[config.mk]
export PLATFORM = sky130hd
export DESIGN_NAME = reload_timer_with_irq_regs_unit
export DESIGN_NICKNAME = d
export VERILOG_FILES = /design/src/hdl/rtwi_pkg.sv /design/src/hdl/reload_timer_with_irq_regs_unit.sv /design/src/hdl/rtwi_in_stage.sv /design/src/hdl/rtwi_core.sv /design/src/hdl/rtwi_out_stage.sv
export SDC_FILE = /design/constraint.sdc
export NUM_CORES = 1
export LEC_CHECK = 0
export ABC_AREA = 1
export BUFFER_PORTS_ARGS = -buffer_cell sky130_fd_sc_hd__buf_2
export CAP_MARGIN = 10
export CELL_PAD_IN_SITES_DETAIL_PLACEMENT = 2
export CELL_PAD_IN_SITES_GLOBAL_PLACEMENT = 2
export CORE_UTILIZATION = 31
export CTS_CLUSTER_SIZE = 14
export DETAILED_ROUTE_END_ITERATION = 10
export PLACE_DENSITY = 0.81
export SLEW_MARGIN = 10
export SYNTH_ARGS = -nofsm -noshare
export SYNTH_HDL_FRONTEND = slang
export SYNTH_HIERARCHICAL = 1
export SYNTH_SLANG_ARGS = --single-unit
[constraint.sdc]
create_clock -name clk -period 2.5 [get_ports clk]
set_clock_uncertainty 0.2 [all_clocks]
set_input_delay 0.625 -clock clk [delete_from_list [all_inputs] [get_ports clk]]
set_output_delay 0.625 -clock clk [all_outputs]
set_load 0.005 [all_outputs]
[src/hdl/rtwi_pkg.sv]
package rtwi_pkg;

  // Prescaler and timer constants.
  localparam int unsigned LINE_CYCLES = 455;
  localparam int unsigned TICK_CYCLES = 1024;
  localparam int unsigned TIMER_BIT   = 2;
  localparam int unsigned MASK_BITS   = 7;

  localparam int unsigned PHASE_W = 10;

  // The phase arithmetic wraps at the width of the phase register.
  localparam logic [PHASE_W-1:0] LINE_STEP = PHASE_W'(LINE_CYCLES % 1024);
  localparam logic [PHASE_W-1:0] TICK_STEP = PHASE_W'(TICK_CYCLES % 1024);

  // Byte returned by a status read while the timer interrupt is pending.
  localparam logic [7:0] TIMER_IRQ_BYTE = 8'(8'd1 << (TIMER_BIT % 8));
  // Mask register bits that can really be stored.
  localparam logic [2:0] MASK_STORE = 3'(MASK_BITS & 7);
  // Latch bits that show through in a mask register read.
  localparam logic [7:0] MASK_READ_KEEP = ~8'(MASK_BITS & 255);

  // Address decode.
  localparam logic [12:0] LATCH_LO    = 13'h0800;
  localparam logic [12:0] LATCH_HI    = 13'h1800;
  localparam logic [4:0]  PAGE_TIMER  = 5'h0C;
  localparam logic [4:0]  PAGE_IRQ    = 5'h14;
  localparam logic [1:0]  IRQ_OFS_MASK   = 2'd2;
  localparam logic [1:0]  IRQ_OFS_STATUS = 2'd3;
  localparam logic [7:0]  OPEN_BUS    = 8'hFF;
  localparam logic [7:0]  COUNT_WRAP  = 8'h7F;

  // Function codes of an input transaction.
  localparam logic [1:0] FUNC_TICK  = 2'd0;
  localparam logic [1:0] FUNC_READ  = 2'd1;
  localparam logic [1:0] FUNC_WRITE = 2'd2;

  typedef struct packed {
    logic [1:0]  func;
    logic [12:0] addr;
    logic [7:0]  write_data;
  } in_item_t;

  typedef struct packed {
    logic [7:0] read_data;
    logic       timer_irq;
  } out_item_t;

endpackage

[src/hdl/reload_timer_with_irq_regs_unit.sv]
// Channel  | Direction | Handshake          | Payload
// ---------+-----------+--------------------+-------------------------------------
// in_      | input     | in_valid/in_stall  | in_item: func, addr, write_data
// out_     | output    | out_valid/out_stall| out_item: read_data, timer_irq
//
// One transaction is taken every cycle while the result channel does not stall; each
// one gives exactly one result transaction, which passes through the input register
// and then the register-update logic into the result register.
// The rate is set by the single pass through the state-update logic, which
// reads and writes every timer and interrupt register in the same cycle.
// Reset (rst_n low at a clock edge) clears all timer, mask, status and latch
// state and empties both pipeline registers.
// A stall on the result channel holds the result register; the input side
// then stalls only once its own register is also full.
module reload_timer_with_irq_regs_unit (
  input  logic                clk,
  input  logic                rst_n,
  input  logic                in_valid,
  output logic                in_stall,
  input  rtwi_pkg::in_item_t  in_item,
  output logic                out_valid,
  input  logic                out_stall,
  output rtwi_pkg::out_item_t out_item
);
  import rtwi_pkg::*;

  logic      item_valid;
  in_item_t  item;
  logic      fire;
  out_item_t result;

  // The held transaction is processed when the result register is empty or
  // is being emptied in this very cycle; processing updates the timer state
  // and loads the result register at the same edge.
  assign fire     = item_valid && (!out_valid || !out_stall);
  // The input register can take a new transaction whenever its present one
  // moves on, or it holds nothing.
  assign in_stall = item_valid && !fire;

  rtwi_in_stage u_in_stage (
    .clk        (clk),
    .rst_n      (rst_n),
    .in_valid   (in_valid),
    .in_stall   (in_stall),
    .in_item    (in_item),
    .item_valid (item_valid),
    .item       (item)
  );

  // Prescaler, down counter, reload, run flag, mask, status and I/O latch,
  // all updated in one pass for each transaction.
  rtwi_core u_core (
    .clk    (clk),
    .rst_n  (rst_n),
    .fire   (fire),
    .item   (item),
    .result (result)
  );

  rtwi_out_stage u_out_stage (
    .clk       (clk),
    .rst_n     (rst_n),
    .load      (fire),
    .result    (result),
    .out_stall (out_stall),
    .out_valid (out_valid),
    .out_item  (out_item)
  );

endmodule

[src/hdl/rtwi_in_stage.sv]
module rtwi_in_stage (
  input  logic              clk,
  input  logic              rst_n,
  input  logic              in_valid,
  input  logic              in_stall,
  input  rtwi_pkg::in_item_t in_item,
  output logic              item_valid,
  output rtwi_pkg::in_item_t item
);
  import rtwi_pkg::*;

  logic     valid_r;
  in_item_t item_r;

  // The register refills whenever its content moves on (the stall is low).
  always_ff @(posedge clk) begin
    if (!rst_n) begin
      valid_r <= 1'b0;
    end else if (!in_stall) begin
      valid_r <= in_valid;
    end
  end

  always_ff @(posedge clk) begin
    if (!in_stall && in_valid) begin
      item_r <= in_item;
    end
  end

  assign item_valid = valid_r;
  assign item       = item_r;

endmodule

[src/hdl/rtwi_core.sv]
module rtwi_core (
  input  logic                clk,
  input  logic                rst_n,
  input  logic                fire,
  input  rtwi_pkg::in_item_t  item,
  output rtwi_pkg::out_item_t result
);
  import rtwi_pkg::*;

  logic [PHASE_W-1:0] phase_r, phase_nxt;
  logic [7:0]         count_r, count_nxt;
  logic [6:0]         reload_r, reload_nxt;
  logic               run_r, run_nxt;
  logic [2:0]         mask_r, mask_nxt;
  logic               pending_r, pending_nxt;
  logic [7:0]         latch_r, latch_nxt;

  logic               in_range;
  logic               page_timer;
  logic               page_irq;
  logic [1:0]         ofs;
  logic               borrow;
  logic [PHASE_W-1:0] phase_dec;
  logic [7:0]         count_base;
  logic [7:0]         rd;

  always_comb begin
    in_range   = (item.addr >= LATCH_LO) && (item.addr < LATCH_HI);
    page_timer = (item.addr[12:8] == PAGE_TIMER);
    page_irq   = (item.addr[12:8] == PAGE_IRQ);
    ofs        = item.addr[1:0];
    borrow     = (phase_r < LINE_STEP);
    phase_dec  = phase_r - LINE_STEP;
    count_base = (count_r > COUNT_WRAP) ? {1'b0, reload_r} : count_r;

    phase_nxt   = phase_r;
    count_nxt   = count_r;
    reload_nxt  = reload_r;
    run_nxt     = run_r;
    mask_nxt    = mask_r;
    pending_nxt = pending_r;
    latch_nxt   = latch_r;
    rd          = OPEN_BUS;

    case (item.func)
      FUNC_TICK: begin
        phase_nxt = borrow ? (phase_dec + TICK_STEP) : phase_dec;
        if (borrow && run_r) begin
          if (count_r > COUNT_WRAP) begin
            pending_nxt = 1'b1;
          end
          count_nxt = count_base - 8'd1;
        end
      end
      FUNC_READ: begin
        if (in_range) begin
          rd = latch_r;
        end
        if (page_timer) begin
          rd = count_r | (latch_r & 8'h80);
        end else if (page_irq) begin
          if (ofs == IRQ_OFS_MASK) begin
            rd = {5'd0, mask_r} | (latch_r & MASK_READ_KEEP);
          end else if (ofs == IRQ_OFS_STATUS) begin
            rd          = pending_r ? TIMER_IRQ_BYTE : 8'h00;
            pending_nxt = 1'b0;
          end
        end
        if (in_range) begin
          latch_nxt = rd;
        end
      end
      FUNC_WRITE: begin
        if (in_range) begin
          latch_nxt = item.write_data;
        end
        if (page_timer) begin
          if (!ofs[0]) begin
            reload_nxt = item.write_data[6:0];
          end else begin
            if (item.write_data[0] && !run_r) begin
              count_nxt = {1'b0, reload_r};
            end
            run_nxt = item.write_data[0];
          end
        end else if (page_irq) begin
          if (ofs == IRQ_OFS_MASK) begin
            mask_nxt = item.write_data[2:0] & MASK_STORE;
          end else if (ofs == IRQ_OFS_STATUS) begin
            pending_nxt = 1'b0;
          end
        end
      end
      default: begin
      end
    endcase

    result.read_data = rd;
    result.timer_irq = pending_nxt;
  end

  always_ff @(posedge clk) begin
    if (!rst_n) begin
      phase_r   <= '0;
      count_r   <= '0;
      reload_r  <= '0;
      run_r     <= 1'b0;
      mask_r    <= '0;
      pending_r <= 1'b0;
      latch_r   <= '0;
    end else if (fire) begin
      phase_r   <= phase_nxt;
      count_r   <= count_nxt;
      reload_r  <= reload_nxt;
      run_r     <= run_nxt;
      mask_r    <= mask_nxt;
      pending_r <= pending_nxt;
      latch_r   <= latch_nxt;
    end
  end

endmodule

[src/hdl/rtwi_out_stage.sv]
module rtwi_out_stage (
  input  logic                clk,
  input  logic                rst_n,
  input  logic                load,
  input  rtwi_pkg::out_item_t result,
  input  logic                out_stall,
  output logic                out_valid,
  output rtwi_pkg::out_item_t out_item
);
  import rtwi_pkg::*;

  logic      valid_r;
  out_item_t item_r;

  always_ff @(posedge clk) begin
    if (!rst_n) begin
      valid_r <= 1'b0;
    end else if (load) begin
      valid_r <= 1'b1;
    end else if (!out_stall) begin
      valid_r <= 1'b0;
    end
  end

  always_ff @(posedge clk) begin
    if (load) begin
      item_r <= result;
    end
  end

  assign out_valid = valid_r;
  assign out_item  = item_r;

endmodule
* After elaboration in Yosys (flattened, before gate mapping) *
Cells that the tools add are included.

word-level totals
  input port bits = 27
  latch bits = 0
  memory bits (writable) = 0
  output and inout bits = 11
  register bits after elaboration = 72
  ROM bits = 0
  memories kept = 0

cells by class
  multiplexer cells = 24
  multiply operators = 0
  reduce and logical (&&, ||, !) cells = 22
  equality and inequality tests = 13
  $add $sub $neg = 2
  divide/modulo/power cells = 0
  bitwise gates (word level) = 4
  shifts and indexed selects = 0
  magnitude comparators = 4

operator list
  cell                     number
  $mux W8                  12
  $pmux W8 S2              2
  $ge A13 B12 Y1 const B   1
  $lt A13 B13 Y1 const B   1
  $ne A2 B1 Y1 const B     6
  $reduce_and A4 Y1        3
  $lt A10 B9 Y1 const B    1
  $sub A10 B9 Y10 const B  1
  $gt A8 B7 Y1 const B     1
  $mux W1                  8
  $or A3 B8 Y8             1
  $or A8 B8 Y8             1
  $sub A8 B1 Y8 const B    1
  $eq A2 B2 Y1 const B     3
  $logic_and A1 B1 Y1      6
  $reduce_and A6 Y1        1
  $eq A5 B4 Y1 const B     1
  $eq A5 B5 Y1 const B     1
  $logic_not A1 Y1         5
  $reduce_and A5 Y1        1
  $reduce_bool A2 Y1       2
  $mux W3                  1
  $eq A2 B1 Y1 const B     1
  $logic_not A2 Y1         1
  other kinds (6)          7

* Logic depth before layout (Yosys ltp) *
  word-level depth = 9
  gate-level depth with buffers = 12
  depth with buffers taken out = 12

* Hierarchy *
The synthesis kept the hierarchy.

modules (own cells, without submodules)
  module                           seq. area each (µm²)  area each (µm²)  instances  cells each
  rtwi_core                        760.7                 2,438.6          1          405
  rtwi_in_stage                    710.7                 740.7            1          30
  rtwi_out_stage                   290.3                 310.3            1          14
  reload_timer_with_irq_regs_unit  0.0                   16.3             1          4

* Worst setup path before layout *
Ideal clock, no wire load.

  kind = input to register
  start point = input out_stall
  end point = register u_core.phase_r[8]
  data arrival time = 2,265 ps
  setup slack = -84 ps
  stages = 8
  cell sequence = a21oi_1 > nand2_1 > clkinv_1 > nand2_1 > inv_1 > nand3_1 > o21ai_0 > a21oi_1

between the ends
  longest elaborated chain between the ends = 4

ends and longest elaborated chain
  what                                line                                   source
  start, declared                     reload_timer_with_irq_regs_unit.sv:22  input logic out_stall,
  $logic_not A1 Y1                    n/a
  $logic_or A1 B1 Y1                  reload_timer_with_irq_regs_unit.sv:35  assign fire = item_valid && (!out_valid || !out_stall);
  $logic_and A1 B1 Y1                 reload_timer_with_irq_regs_unit.sv:35
  $reduce_and A2 Y1 (no source line)  n/a
  end signal, assigned                rtwi_core.sv:112                       phase_r <= phase_nxt;
  end, declared                       rtwi_core.sv:10                        logic [PHASE_W-1:0] phase_r, phase_nxt;

Every way passes these cells.
A chain may end at the register's enable or synchronous reset.

* Final worst setup path *
  start point = register u_in_stage.item_r (netlist bit u_in_stage/item[21])
  end point = register u_core.latch_r[3]

between the ends
  longest elaborated chain between the ends = 3

ends and longest elaborated chain
  what                                                                        line                 source
  start, declared                                                             rtwi_in_stage.sv:13  in_item_t item_r;
  start signal, assigned                                                      rtwi_in_stage.sv:26  item_r <= in_item;
  $eq A2 B2 Y1 / $eq A2 B1 Y1 (equally long branches)                         rtwi_core.sv:45      case (item.func)
  $ne A2 B1 Y1 (no source line) / $reduce_bool A2 Y1 (equally long branches)  n/a
  $reduce_and A4 Y1 (no source line)                                          n/a
  end signal, assigned                                                        rtwi_core.sv:118     latch_r <= latch_nxt;
  end, declared                                                               rtwi_core.sv:16      logic [7:0] latch_r, latch_nxt;

Several ways; a longest one is shown, not always the timed one.

==> impl_metrics.json <==
{
  "outcome": "complete, no violations",
  "critPathKind": "reg2reg",
  "first_global_vias": 3425,
  "hp-class": "in2reg",
  "dp_cells": 613,
  "dieArea_um2": 11100,
  "globalRouteOverflowTotal": 0,
  "p_leak_uw": 0.00173,
  "seqPwrFrac_pct": 49.5,
  "p_per_area_nw_per_um2": 622,
  "finalCritPeriodShare_pct": 85.5,
  "critical_path.cell_chain": "inv_1, ha_1, buf_4, nor2_1, nor2_1, nand2_2, inv_2, o21ai_0, a21oi_1",
  "vias": 3145,
  "chipWidth_um": 106,
  "numCtsBuffers": 9,
  "routed_wl_um": 10700,
  "final_antenna_net_count": 0,
  "cts_tree": "done",
  "required_ns": 2.57,
  "hold_depth": 1,
  "p_int_uw": 1720,
  "p_clk_share_pct": 38.9,
  "grt_pass1_wl_um": 17500,
  "finalCriticalPeriod_ns": 2.14,
  "cap_violations": 0,
  "finalPower_uw": 2410,
  "setup_tns_ns": 0,
  "post_cts_buffers": 0,
  "slowest_delay_ns": 0.43,
  "area_growth_pct": 16.5,
  "die_h_um": 106,
  "timing.rr.end": "u_core/latch_r[3]",
  "cts-root-buf": "clkbuf_8",
  "cp_max_fo": 9,
  "wire_per_inst_um": 17.0,
  "cts_sinks": 66,
  "syn-num-nets": 480,
  "diodes": 0,
  "clk_latency_ns": 0.35,
  "rr_worst_depth": 9,
  "cp-end-kind": "flip-flop",
  "hold_viol": 0,
  "rsz0062_at_grt": "no",
  "drive_gt1_share_pct": 16.2,
  "r2r_slack_ns": 0.36,
  "setup_viol": 0,
  "start_util_pct": 32.1,
  "drtIter0Drc": 110,
  "nets": 521,
  "hpwl_um": 7920,
  "antenna_found_initial": 0,
  "drc_errors": 0,
  "h-tree-depth": 3,
  "io_buffers": 31,
  "hold_start": "in_item[0]",
  "place.gp.congestion": 0.809,
  "multi_input_area_um2": 1460,
  "final.fill_count": 1235,
  "cp-start-kind": "flip-flop",
  "clock.fmax_mhz": 468,
  "relSlewSlack_pct": 61.8,
  "combinationalPowerShare_pct": 11.7,
  "core_um2": 10400,
  "synth_warnings": 6,
  "vias_per_cell": 5.00,
  "irDropWorstVdd_v": 0.000266,
  "p_sw_share_pct": 28.4,
  "netlist_area_um2": 3330,
  "grt_usage_pct": 20.8,
  "worst_ep_arrival_time_ns": 2.21,
  "cts_buffer_depth": 2,
  "cts_hold_buf": 0,
  "switchingPower_uw": 683,
  "final_cells": 629,
  "slowest_stage": "edfxtp_1",
  "synthCells": 447,
  "whs_endpoint": "u_in_stage/item[0]",
  "clk_pin_slew_ns": 0.08,
  "fp-row-count": 37,
  "finalMaxSlewViolations": 0,
  "postSynthAreaPerCell_um2": 7.44,
  "crit_top_cell": "nor2_1",
  "reg2reg_from": "u_in_stage/item[21]",
  "worstMarginPinSlew_ns": 0.572,
  "io_pins": 38,
  "grt_max_degree": 20,
  "dr.pass1.iters": 4,
  "ctsResizeCount": 0,
  "final-seq-area_um2": 1580
}
-- layout make-up --
cell class	instances	area share [%]
multi-input combinational	309	37.7
inverter	60	5.81
timing repair buffer	42	6.14
clock buffer	9	3.20
clock inverter	7	1.97
sequential	66	40.8
tap	136	4.39
-- layout by cell type (no fill, tap or decap), drive strengths merged, types with 4 or more instances in the layout --
master and count:
inv 61, ha 6, a21oi 41, nand3 35
clkbuf 9, buf 42, clkinv 4, o21ai 36
edfxtp 26, nand4 7, nand2 130, dfxtp 40
nor2 47
-- routing by layer --
layer	track usage, %	share of wire, %	vias to the layer above
met4	5.56	0.62	0
met2	37.0	52	54
met1	25.3	44	1561
met3	4.27	3.1	4
met5	0	0	-
li1	-	-	1526
-- power by group through the flow --
stage	combinational, uW	sequential [uW]	clock [uW]
after floorplan	183	1200	0
after global placement	262	1210	0
after detailed placement	281	1220	0
after CTS	285	1190	975
after global routing	319	1200	1020
final	281	1190	936
-- how the worst max path moves through the flow --
| stage | start | endpoint | slack [ns] | cells after the start |
|---|---|---|---|---|
| after floorplan | out_stall | u_core/phase_r[8] | 0.27 | 8 |
| after global placement | out_stall | u_core/phase_r[8] | 0.22 | 10 |
| after detailed placement | out_stall | u_core/phase_r[8] | 0.12 | 10 |
| after CTS | u_in_stage/item[21] | u_core/latch_r[3] | 0.33 | 9 |
| after global routing | u_core/count_r[7] | u_core/count_r[4] | 0.15 | 8 |
| final | u_in_stage/item[21] | u_core/latch_r[3] | 0.36 | 9 |
-- metrics by stage --
| stage | worst slack, ns | instance area (um2) | hold slack (ns) | utilization [%] |
|---|---|---|---|---|
| 6_report | 0.361 | 3870 | 0.247 | 37.4 |
| 4_1_cts | 0.326 | 3870 | 0.220 | 37.4 |
| 2_1_floorplan | 0.272 | 3330 | 0.237 | - |
| 3_3_place_gp | 0.224 | 3670 | 0.249 | 35.4 |
| 5_1_grt | 0.149 | 3870 | 0.215 | 37.4 |
| 3_5_place_dp | 0.124 | 3670 | 0.269 | 35.4 |
-- critical path, delay by kind of cell, from the launching register on --
family | cells | cell delay (ns)
compound gates | 2 | 0.29
fa+ha+maj | 1 | 0.26
buf+inv | 3 | 0.52
flops | 1 | 0.43
simple gates | 3 | 0.35
-- registers in the layout, summed over array words and instances (netlist names), 3 cells and up --
name / count
u_in_stage/item: 17
u_core/latch_r: 8
u_core/mask_r: 3
u_out_stage/out_item: 9
u_core/phase_r: 10
u_core/count_r: 8
u_core/reload_r: 7
No activity file was read; power rests on OpenSTA's default activity.
